<file path="src/hdl/u8dec_pkg.sv">
// Shared types, constants and byte-class helpers for the UTF-8 decoder.
// Used by utf8_strict_lossy_decoder; no dependencies.
package u8dec_pkg;

  localparam logic [20:0] REPLACEMENT = 21'h00FFFD;
  localparam logic [20:0] MAX_SCALAR  = 21'h10FFFF;

  localparam logic [7:0] LEAD2_LO = 8'hc2;
  localparam logic [7:0] LEAD2_HI = 8'hdf;
  localparam logic [7:0] LEAD3_LO = 8'he0;
  localparam logic [7:0] LEAD3_HI = 8'hef;
  localparam logic [7:0] LEAD_E0  = 8'he0;
  localparam logic [7:0] LEAD_ED  = 8'hed;
  localparam logic [7:0] LEAD_F0  = 8'hf0;
  localparam logic [7:0] LEAD_F4  = 8'hf4;
  localparam logic [7:0] CONT_LO  = 8'h80;
  localparam logic [7:0] CONT_HI  = 8'hbf;
  localparam logic [7:0] E0_LO    = 8'ha0;
  localparam logic [7:0] ED_HI    = 8'h9f;
  localparam logic [7:0] F0_LO    = 8'h90;
  localparam logic [7:0] F4_HI    = 8'h8f;
  localparam logic [7:0] CONT_MASK = 8'hc0;

  // Input mode codes
  localparam logic MODE_DATA = 1'b0;
  localparam logic MODE_EOT  = 1'b1;

  typedef struct packed {
    logic       mode;
    logic [7:0] data_byte;
  } in_req_t;

  typedef struct packed {
    logic [20:0] scalar;
    logic        is_replacement;
    logic        last;
  } out_req_t;

  // Sequence length from a lead byte: 2, 3 or 4; 0 for a non-lead.
  function automatic logic [2:0] seq_len(input logic [7:0] lead);
    logic [2:0] len;
    len = 3'd0;
    if (lead inside {[LEAD2_LO:LEAD2_HI]}) begin
      len = 3'd2;
    end else if (lead inside {[LEAD3_LO:LEAD3_HI]}) begin
      len = 3'd3;
    end else if (lead inside {[LEAD_F0:LEAD_F4]}) begin
      len = 3'd4;
    end
    return len;
  endfunction

  // Range check on the byte right after the lead (Table 3-7).
  function automatic logic second_ok(input logic [7:0] lead, input logic [7:0] b);
    logic [7:0] lo;
    logic [7:0] hi;
    lo = CONT_LO;
    hi = CONT_HI;
    if (lead == LEAD_E0) begin
      lo = E0_LO;
    end else if (lead == LEAD_ED) begin
      hi = ED_HI;
    end else if (lead == LEAD_F0) begin
      lo = F0_LO;
    end else if (lead == LEAD_F4) begin
      hi = F4_HI;
    end
    return (b >= lo) && (b <= hi);
  endfunction

endpackage

</file>
<file path="src/hdl/utf8_strict_lossy_decoder.sv">
// Strict UTF-8 decoder with U+FFFD replacement, one byte per request.
// Latency: the first result of a request is valid the cycle after it is taken.
// Throughput: one request per cycle while each yields at most one result and
// the output is not stalled; a request yielding n results (up to 4) stalls new
// requests while the single result register drains them, one per unstalled cycle.
// Reset (rst_ni low, async): nothing held, no result pending.
// Depends on u8dec_pkg.
module utf8_strict_lossy_decoder (
  input  logic                clk_i,
  input  logic                rst_ni,
  input  logic                in_valid_i,
  output logic                in_stall_o,
  input  u8dec_pkg::in_req_t  in_req_i,
  output logic                out_valid_o,
  input  logic                out_stall_i,
  output u8dec_pkg::out_req_t out_req_o
);

  // Pending sequence state
  logic [7:0]  held_lead_q,  held_lead_d;
  logic [1:0]  held_count_q, held_count_d;
  logic [5:0]  held_cont_q [2];
  logic        cont_we;
  logic        cont_sel;
  logic [5:0]  cont_wdata;

  // Result batch: remaining count, and the final result. All results ahead
  // of the final one are always U+FFFD replacements.
  logic [2:0]  rem_q,        rem_d;
  logic [20:0] fin_scalar_q, fin_scalar_d;
  logic        fin_repl_q,   fin_repl_d;

  logic        in_acc;
  logic        out_acc;

  assign out_valid_o = (rem_q != 3'd0);
  assign out_acc     = out_valid_o && !out_stall_i;
  // Take a new request only when the batch is empty or empties this cycle.
  assign in_stall_o  = (rem_q > 3'd1) || ((rem_q == 3'd1) && out_stall_i);
  assign in_acc      = in_valid_i && !in_stall_o;

  always_comb begin
    out_req_o.last           = (rem_q == 3'd1);
    out_req_o.scalar         = (rem_q == 3'd1) ? fin_scalar_q : u8dec_pkg::REPLACEMENT;
    out_req_o.is_replacement = (rem_q == 3'd1) ? fin_repl_q : 1'b1;
  end

  // Decode of one request
  always_comb begin
    logic [7:0]  b;
    logic [2:0]  need;
    logic        ok;
    logic        fresh_n;
    logic [20:0] fresh_scalar;
    logic        fresh_repl;
    logic        fresh_hold;
    logic [2:0]  n;
    logic [20:0] acc;

    b    = in_req_i.data_byte;
    need = u8dec_pkg::seq_len(held_lead_q);

    // Fresh decode of the byte with nothing held
    fresh_hold   = 1'b0;
    fresh_n      = 1'b1;
    fresh_scalar = u8dec_pkg::REPLACEMENT;
    fresh_repl   = 1'b1;
    if (!b[7]) begin
      fresh_scalar = {13'd0, b};
      fresh_repl   = 1'b0;
    end else if (u8dec_pkg::seq_len(b) != 3'd0) begin
      fresh_hold = 1'b1;
      fresh_n    = 1'b0;
    end

    if (held_count_q == 2'd1) begin
      ok = u8dec_pkg::second_ok(held_lead_q, b);
    end else begin
      ok = (b & u8dec_pkg::CONT_MASK) == u8dec_pkg::CONT_LO;
    end
    if ((need == 3'd0) || ({1'b0, held_count_q} >= need)) begin
      ok = 1'b0;
    end

    case (need)
      3'd2:    acc = {10'd0, held_lead_q[4:0], b[5:0]};
      3'd3:    acc = {5'd0, held_lead_q[3:0], held_cont_q[0], b[5:0]};
      default: acc = {held_lead_q[2:0], held_cont_q[0], held_cont_q[1], b[5:0]};
    endcase

    held_lead_d  = held_lead_q;
    held_count_d = held_count_q;
    cont_we      = 1'b0;
    cont_sel     = 1'b0;
    cont_wdata   = b[5:0];
    n            = 3'd0;
    fin_scalar_d = fin_scalar_q;
    fin_repl_d   = fin_repl_q;

    if (in_req_i.mode == u8dec_pkg::MODE_EOT) begin
      n            = {1'b0, held_count_q};
      fin_scalar_d = u8dec_pkg::REPLACEMENT;
      fin_repl_d   = 1'b1;
      held_lead_d  = 8'd0;
      held_count_d = 2'd0;
    end else if (held_count_q == 2'd0) begin
      n            = {2'd0, fresh_n};
      fin_scalar_d = fresh_scalar;
      fin_repl_d   = fresh_repl;
      if (fresh_hold) begin
        held_lead_d  = b;
        held_count_d = 2'd1;
      end
    end else if (ok) begin
      if (({1'b0, held_count_q} + 3'd1) == need) begin
        n            = 3'd1;
        fin_scalar_d = acc;
        fin_repl_d   = 1'b0;
        held_lead_d  = 8'd0;
        held_count_d = 2'd0;
      end else begin
        cont_we      = 1'b1;
        cont_sel     = held_count_q[1];  // count 1 -> slot 0, count 2 -> slot 1
        held_count_d = held_count_q + 2'd1;
      end
    end else begin
      // Failed sequence: flush held bytes, then decode this byte afresh.
      n            = {1'b0, held_count_q} + {2'd0, fresh_n};
      fin_scalar_d = fresh_n ? fresh_scalar : u8dec_pkg::REPLACEMENT;
      fin_repl_d   = fresh_n ? fresh_repl : 1'b1;
      held_lead_d  = fresh_hold ? b : 8'd0;
      held_count_d = fresh_hold ? 2'd1 : 2'd0;
    end

    if (in_acc) begin
      rem_d = n;
    end else if (out_acc) begin
      rem_d = rem_q - 3'd1;
    end else begin
      rem_d = rem_q;
    end
  end

  always_ff @(posedge clk_i or negedge rst_ni) begin
    if (!rst_ni) begin
      held_lead_q  <= 8'd0;
      held_count_q <= 2'd0;
      rem_q        <= 3'd0;
    end else begin
      rem_q <= rem_d;
      if (in_acc) begin
        held_lead_q  <= held_lead_d;
        held_count_q <= held_count_d;
      end
    end
  end

  always_ff @(posedge clk_i) begin
    if (in_acc) begin
      fin_scalar_q <= fin_scalar_d;
      fin_repl_q   <= fin_repl_d;
      if (cont_we) begin
        held_cont_q[cont_sel] <= cont_wdata;
      end
    end
  end

  // A held sequence always starts with a real lead byte.
  a_held_lead: assert property (@(posedge clk_i) disable iff (!rst_ni)
    (held_count_q != 2'd0) |-> (u8dec_pkg::seq_len(held_lead_q) != 3'd0))
    else $error("held sequence without a valid lead");

  // Three bytes held only for a four-byte lead.
  a_held_three: assert property (@(posedge clk_i) disable iff (!rst_ni)
    (held_count_q == 2'd3) |-> (u8dec_pkg::seq_len(held_lead_q) == 3'd4))
    else $error("three bytes held for a short sequence");

  // Every result ahead of the last one in a batch is a replacement.
  a_lead_repl: assert property (@(posedge clk_i) disable iff (!rst_ni)
    (out_valid_o && !out_req_o.last) |->
      (out_req_o.is_replacement && (out_req_o.scalar == u8dec_pkg::REPLACEMENT)))
    else $error("non-final result is not U+FFFD");

  // Decoded scalars stay in the Unicode range and never hit the surrogates.
  a_scalar_range: assert property (@(posedge clk_i) disable iff (!rst_ni)
    out_valid_o |-> ((out_req_o.scalar <= u8dec_pkg::MAX_SCALAR) &&
                     (out_req_o.scalar[20:11] != 10'h01b)))
    else $error("scalar out of range");

  // At most four results per request.
  a_batch_max: assert property (@(posedge clk_i) disable iff (!rst_ni)
    rem_q <= 3'd4)
    else $error("result batch too large");

endmodule

</file>
<file path="config.mk">
export PLATFORM = sky130hd
export DESIGN_NAME = utf8_strict_lossy_decoder
export DESIGN_NICKNAME = d
export VERILOG_FILES = /design/src/hdl/u8dec_pkg.sv /design/src/hdl/utf8_strict_lossy_decoder.sv
export SDC_FILE = /design/constraint.sdc
export NUM_CORES = 1
export LEC_CHECK = 0
export BUFFER_PORTS_ARGS = -buffer_cell sky130_fd_sc_hd__buf_2
export CELL_PAD_IN_SITES_DETAIL_PLACEMENT = 1
export CELL_PAD_IN_SITES_GLOBAL_PLACEMENT = 2
export CORE_UTILIZATION = 41
export CTS_BUF_LIST = sky130_fd_sc_hd__clkbuf_4 sky130_fd_sc_hd__clkbuf_8
export CTS_CLUSTER_SIZE = 20
export DETAILED_ROUTE_END_ITERATION = 10
export GPL_ROUTABILITY_DRIVEN = 0
export GPL_TIMING_DRIVEN = 1
export MAX_ROUTING_LAYER = met4
export PLACE_DENSITY_LB_ADDON = 0.1
export SETUP_SLACK_MARGIN = 0.1
export SLEW_MARGIN = 0
export SYNTH_ARGS = -nofsm -noshare
export SYNTH_HDL_FRONTEND = slang
export SYNTH_SLANG_ARGS = --single-unit
</file>
<file path="constraint.sdc">
create_clock -name clk_i -period 6.3 [get_ports clk_i]
set_input_delay 0.945 -clock clk_i [delete_from_list [all_inputs] [get_ports clk_i]]
set_output_delay 0.945 -clock clk_i [all_outputs]
set_load 0.02 [all_outputs]
</file>
# Yosys cells after proc, flatten, opt, wreduce, memory -nomap -nowiden
# Memories as Yosys holds them, arrays and structs flattened.
# Index checks and enable logic that the tools add are counted.
[classes]
addsub = 4
magnitude_cmp = 16
n_eq_ne = 12
n_mux = 64
n_reduce_logical = 22
[ops]
columns = ["operator", "n"]
rows = [
  ["$mux 21", 5],
  ["$mux 8", 8],
  ["$ge 8x8->1 const B", 6],
  ["$le 8x8->1 const B", 6],
  ["$pmux 21 s2", 1],
  ["$mux 3", 12],
  ["$eq 8x8->1 const B", 4],
  ["$mux 6", 5],
  ["$mux 1", 25],
  ["$mux 16", 1],
  ["$logic_and 1x1->1", 10],
  ["$mux 2", 5],
  ["$mux 5", 2],
  ["$ge 8x8->1", 1],
  ["$le 8x8->1", 1],
  ["$eq 3x2->1 const B", 2],
  ["$reduce_bool 3->1", 2],
  ["$ne 4x2->1 const B", 1],
  ["$reduce_and 2->1", 2],
  ["$add 2x1->3", 1],
  ["$add 2x1->3 const B", 1],
  ["$eq 3x1->1 const B", 1],
  ["$eq 3x3->1", 1],
  ["$ge 2x3->1", 1],
  ["12 further kinds", 14],
]
[totals]
reg_bits = 35
ramBits = 12
inputBits = 13
elab_cells = 124
mem_count = 1
[mem_list]
columns = ["name", "depth", "word_bits", "rd", "rd_ports_with_merged_regs", "write_ports", "line", "rtl"]
rows = [
  ["held_cont_q", 2, 6, 2, 0, 1, "utf8_strict_lossy_decoder.sv:22", "logic [5:0] held_cont_q [2];"],
]

# Depth between registers and ports, before layout
[depth]
word_depth = 16
mapped_depth = 12
depth_no_buf = 11

# Least setup slack after synthesis
# No wires, ideal clock.
[synth_timing]
kind = "flip-flop to flip-flop"
from = "register held_lead_q[2]"
to = "register fin_repl_q (enable)"
setup_ns = 0.415
arrival_time_ns = 3.502
t_required_ns = 5.885
slack_ns = 2.383
stages_incl_launch_ff = 11
path_buffers = 2
cell_sequence = "dfrtp_1 buf_6 or4_4 o2111a_1 clkinv_1 clkbuf_1 ha_1 a2111oi_0 a32o_1 o21a_4 a31oi_1"
[synth_between]
elab_chain_cells = 12
word_cells_on_any_way = 36
[synth_rtl]
columns = ["item", "line", "rtl"]
rows = [
  ["from (decl)", "utf8_strict_lossy_decoder.sv:20", "logic [7:0] held_lead_q, held_lead_d;"],
  ["from (signal assigned)", "utf8_strict_lossy_decoder.sv:152", "held_lead_q <= held_lead_d;"],
  ["$eq 8x8->1", "u8dec_pkg.sv:65", "end else if (lead == LEAD_F4) begin"],
  ["$mux 6", "u8dec_pkg.sv:65", ""],
  ["$mux 6", "u8dec_pkg.sv:63", "end else if (lead == LEAD_F0) begin"],
  ["$mux 6", "u8dec_pkg.sv:61", "end else if (lead == LEAD_ED) begin"],
  ["$mux 6", "u8dec_pkg.sv:59", "if (lead == LEAD_E0) begin"],
  ["$mux 8", "utf8_strict_lossy_decoder.sv:76", "if (held_count_q == 2'd1) begin"],
  ["$le 8x8->1", "u8dec_pkg.sv:68", "return (b >= lo) && (b <= hi);"],
  ["$logic_and 1x1->1", "u8dec_pkg.sv:68", ""],
  ["$mux 1", "utf8_strict_lossy_decoder.sv:76", ""],
  ["$mux 1", "utf8_strict_lossy_decoder.sv:81", "if ((need == 3'd0) || ({1'b0, held_count_q} >= need)) begin"],
  ["$ne 4x2->1 (no line) *", "n/a", ""],
  ["$reduce_and 2->1 (no line) *", "n/a", ""],
  ["to (signal assigned)", "utf8_strict_lossy_decoder.sv:161", "fin_repl_q <= fin_repl_d;"],
  ["to (decl)", "utf8_strict_lossy_decoder.sv:31", "logic fin_repl_q, fin_repl_d;"],
]
# Every way passes the cells marked *; elsewhere a longest branch is shown, timed or not. The select of a mux whose other input is x is not followed.
# A chain may end at the register's enable or synchronous reset.

# Worst setup path in the final report
[layout_timing]
from = "register held_lead_q[6]"
to = "register fin_scalar_q[10] (data pin)"
[layout_between]
elab_chain_cells = 12
word_cells_on_any_way = 39
[layout_rtl]
columns = ["item", "line", "rtl"]
rows = [
  ["$eq 8x8->1", "u8dec_pkg.sv:65", ""],
  ["$mux 6", "u8dec_pkg.sv:65", ""],
  ["$mux 6", "u8dec_pkg.sv:63", ""],
  ["$mux 6", "u8dec_pkg.sv:61", ""],
  ["$mux 6", "u8dec_pkg.sv:59", ""],
  ["$mux 8", "utf8_strict_lossy_decoder.sv:76", ""],
  ["$le 8x8->1", "u8dec_pkg.sv:68", ""],
  ["$logic_and 1x1->1", "u8dec_pkg.sv:68", ""],
  ["$mux 1", "utf8_strict_lossy_decoder.sv:76", ""],
  ["$mux 1", "utf8_strict_lossy_decoder.sv:81", ""],
  ["$mux 21 *", "utf8_strict_lossy_decoder.sv:114", "end else if (ok) begin"],
  ["$mux 21 *", "utf8_strict_lossy_decoder.sv:106", "end else if (held_count_q == 2'd0) begin"],
  ["to (signal assigned)", "utf8_strict_lossy_decoder.sv:160", "fin_scalar_q <= fin_scalar_d;"],
  ["to (decl)", "utf8_strict_lossy_decoder.sv:30", "logic [20:0] fin_scalar_q, fin_scalar_d;"],
]
# Marks and branches as above.

==> impl_metrics.json <==
{
  "status": "completed",
  "viasPerCell": 5.70,
  "pin_count": 38,
  "core_region_area_um2": 6030,
  "grt_pass1_wl_um": 10200,
  "fill_cells": 699,
  "root_buffer": "clkbuf_8",
  "yosys-top-cells-area": "edfxtp_1, dfrtp_1, ha_1, nand2b_1, and2_1",
  "synth_edf_count": 34,
  "startpoint_type": "flip-flop",
  "finalNonFillerCells": 354,
  "overflow": 0,
  "syn_inst": 242,
  "period_share_pct": 70.8,
  "syn_area_um2": 2620,
  "highest_layer": "met4",
  "ys_seq_area_share_pct": 51.4,
  "cts_resized": 0,
  "post_cts_buffers": 0,
  "seq_area_um2": 1350,
  "cp-end-kind": "flip-flop",
  "clkLatencyLatePin_ns": 0.31,
  "dieArea_um2": 6710,
  "cts_tree": "done",
  "rows": 28,
  "path_class": "reg2reg",
  "relSlewSlack_pct": 18.6,
  "fmax_mhz": 224,
  "power-per-cell-area_nw_per_um2": 360,
  "cts_buffer_depth": 2,
  "hpwlAfterDp_um": 4830,
  "critPathBufInv": 0,
  "p_leak_nw": 1.17,
  "syn-num-nets": 269,
  "cts_buffers": 5,
  "grt.total_usage_pct": 21.9,
  "drive_above_1_share_pct": 18.6,
  "drv_slew": 0,
  "synthArstFlopShare_pct": 27.7,
  "fin_setup_tns_ns": 0,
  "fin_nets": 305,
  "synth_top_cell_by_area": "edfxtp_1",
  "h-tree-depth": 2,
  "wirelength_um": 6470,
  "grt_pass1_vias": 1925,
  "fp.dieH_um": 81.9,
  "ant_nets": 0,
  "tightest_slew_ns": 1.22,
  "postPlaceCellArea_um2": 2870,
  "synth_seq_cells": 47,
  "grt_max_degree": 24,
  "final_hold_viol_count": 0,
  "finalSetupViolations": 0,
  "cp_max_fo": 16,
  "hold_buffers": 0,
  "ys_warn_count": 0,
  "wl_met3_um": 332,
  "vias": 2019,
  "wl_per_cell_um": 18.3,
  "die_w_um": 81.9,
  "drt_pass1_iterations": 4,
  "cpPeakStageDelay_ns": 0.89,
  "cp.arrival_ns": 4.46,
  "yosys.area.top_type_share_pct": 39.0,
  "wl_met1_um": 3100,
  "peakVddDrop_v": 0.000191,
  "synth_area_per_cell_um2": 10.8,
  "maxCapViolCount": 0,
  "wl_met2_um": 2950,
  "crit_path_cell_trace": "nand2_1 -> nor3_1 -> ha_1 -> nand2b_1 -> a2111oi_0 -> a32o_1 -> o211ai_1 -> a21oi_1 -> o21ai_0",
  "ys.flop_type": "edfxtp_1",
  "cts_num_sinks": 47,
  "multi_input_area_um2": 1180,
  "yosysUniqueCellTypes": 53,
  "skew_ns": 0.0105,
  "n_antenna_cell": 0,
  "rsz0062_at_grt": "false",
  "required_ns": 6.30,
  "drc": 0,
  "initial_core_util_pct": 43.5,
  "syn2layout_area_growth_pct": 12.8,
  "clk_pin_slew_ns": 0.09,
  "port_buffers": 37,
  "fin_area_um2": 2960,
  "finalCriticalPeriod_ns": 4.46,
  "slowest_stage": "a21oi_1",
  "hold_path_class": "in2async",
  "place_inst": 346,
  "antenna_found_initial": 0,
  "drtIter0Drc": 116,
  "path_delay_family": "compound AO/OA/AOI/OAI gates"
}
## kinds of logic after synthesis
logic type | after synthesis | share of synthesized area (%)
adder cells (fa/ha/maj) | 14 | 6.69
flip-flops | 47 | 51.4
buffers and inverters | 24 | 3.87
AND/OR/NAND/NOR | 93 | 20.1
AO/OA/AOI/OAI | 57 | 15.1
XOR/XNOR | 3 | 1.00
multiplexers | 4 | 1.81
## layout make-up
class / count / share of cell area [%]
Clock buffer: 5 / 2.33
Multi-Input combinational cell: 171 / 39.9
Clock inverter: 3 / 0.677
Tap cell: 75 / 3.17
Sequential cell: 47 / 45.5
Inverter: 15 / 1.90
Timing Repair Buffer: 38 / 6.52
## synthesized netlist by cell type (2+ instances only)
| cell type | instances |
|---|---|
| xnor2_1 | 2 |
| mux2_1 | 2 |
| o21ai_0 | 11 |
| nand2b_1 | 23 |
| clkbuf_1 | 5 |
| a21oi_1 | 10 |
| a22oi_1 | 8 |
| dfrtp_1 | 13 |
| nor2_1 | 10 |
| o21bai_1 | 2 |
| nand2_1 | 16 |
| o22ai_1 | 3 |
| edfxtp_1 | 34 |
| buf_2 | 2 |
| inv_1 | 14 |
| and3_1 | 4 |
| a31oi_1 | 3 |
| nor2b_1 | 2 |
| nand4_1 | 2 |
| and2_1 | 13 |
| or3_1 | 2 |
| nand3_1 | 2 |
| nor4_1 | 3 |
| a21o_1 | 5 |
| nand3b_1 | 2 |
| or4_1 | 2 |
| o211ai_1 | 3 |
| nor3_1 | 6 |
| ha_1 | 14 |
## registers in the layout, indices dropped and copies added, names as in the netlist
register      flops
held_cont_q      12
fin_scalar_q     21
fin_repl_q        1
held_lead_q       8
held_count_q      2
rem_q             3
## power by group
part	switching [W]	internal (W)	leakage [nW]
registers	0.0000661	0.000395	0.469
logic	0.000259	0.000160	0.658
clock network	0.000106	0.0000774	0.0418
## routing by layer
metal	GRT usage, %	up-vias
met5	-	-
met1	30.2	985
met2	33.1	65
met4	5.96	0
met3	3.78	8
li1	-	961
## stage by stage
stage	hold slack, ns	worst slack [ns]	power, W	utilization [%]
after floorplan	0.487	2.38	0.000755	-
after global placement	0.498	2.09	0.000876	47.6
after detailed placement	0.516	1.92	0.000886	47.6
after CTS	0.528	1.87	0.00106	49.1
after global routing	0.533	1.43	0.00114	49.1
final	0.520	1.84	0.00106	49.1
## worst register-to-register path, cell delays in order (launching register included)
cell and delay (ns):
dfrtp_1 0.40, nand2_1 0.21, nor3_1 0.84, ha_1 0.42, nand2b_1 0.15, a2111oi_0 0.39, a32o_1 0.25, o211ai_1 0.32
a21oi_1 0.89, o21ai_0 0.28
## worst paths after layout
check / to / slack [ns] / depth (start not counted) / start
min reg2reg: held_lead_q[7]$_DFFE_PN0P_ / 0.55 / 1 / held_lead_q[7]$_DFFE_PN0P_
max reg2reg: fin_scalar_q[10]$_SDFFCE_PP1P_ / 1.84 / 9 / held_lead_q[6]$_DFFE_PN0P_
min: held_lead_q[5]$_DFFE_PN0P_ / 0.52 / 1 / rst_ni
min in group clk_i: held_lead_q[7]$_DFFE_PN0P_ / 0.55 / 1 / held_lead_q[7]$_DFFE_PN0P_
max in group asynchronous: held_lead_q[6]$_DFFE_PN0P_ / 5.52 / 1 / rst_ni
max: fin_scalar_q[10]$_SDFFCE_PP1P_ / 1.84 / 9 / held_lead_q[6]$_DFFE_PN0P_
## layout by cell type (no fill, tap or decap), types with 3 or more instances in the layout
master / instances
buf_2: 37
edfxtp_1: 34
nand2b_1: 23
nand2_1: 16
inv_1: 14
ha_1: 14
and2_1: 13
dfrtp_1: 13
o21ai_0: 11
a21oi_1: 10
nor2_1: 10
a22oi_1: 8
nor3_1: 6
a21o_1: 5
clkbuf_8: 5
and3_1: 4
o211ai_1: 3
nor4_1: 3
o22ai_1: 3
Note: power is estimated with default switching activity, not from simulation.
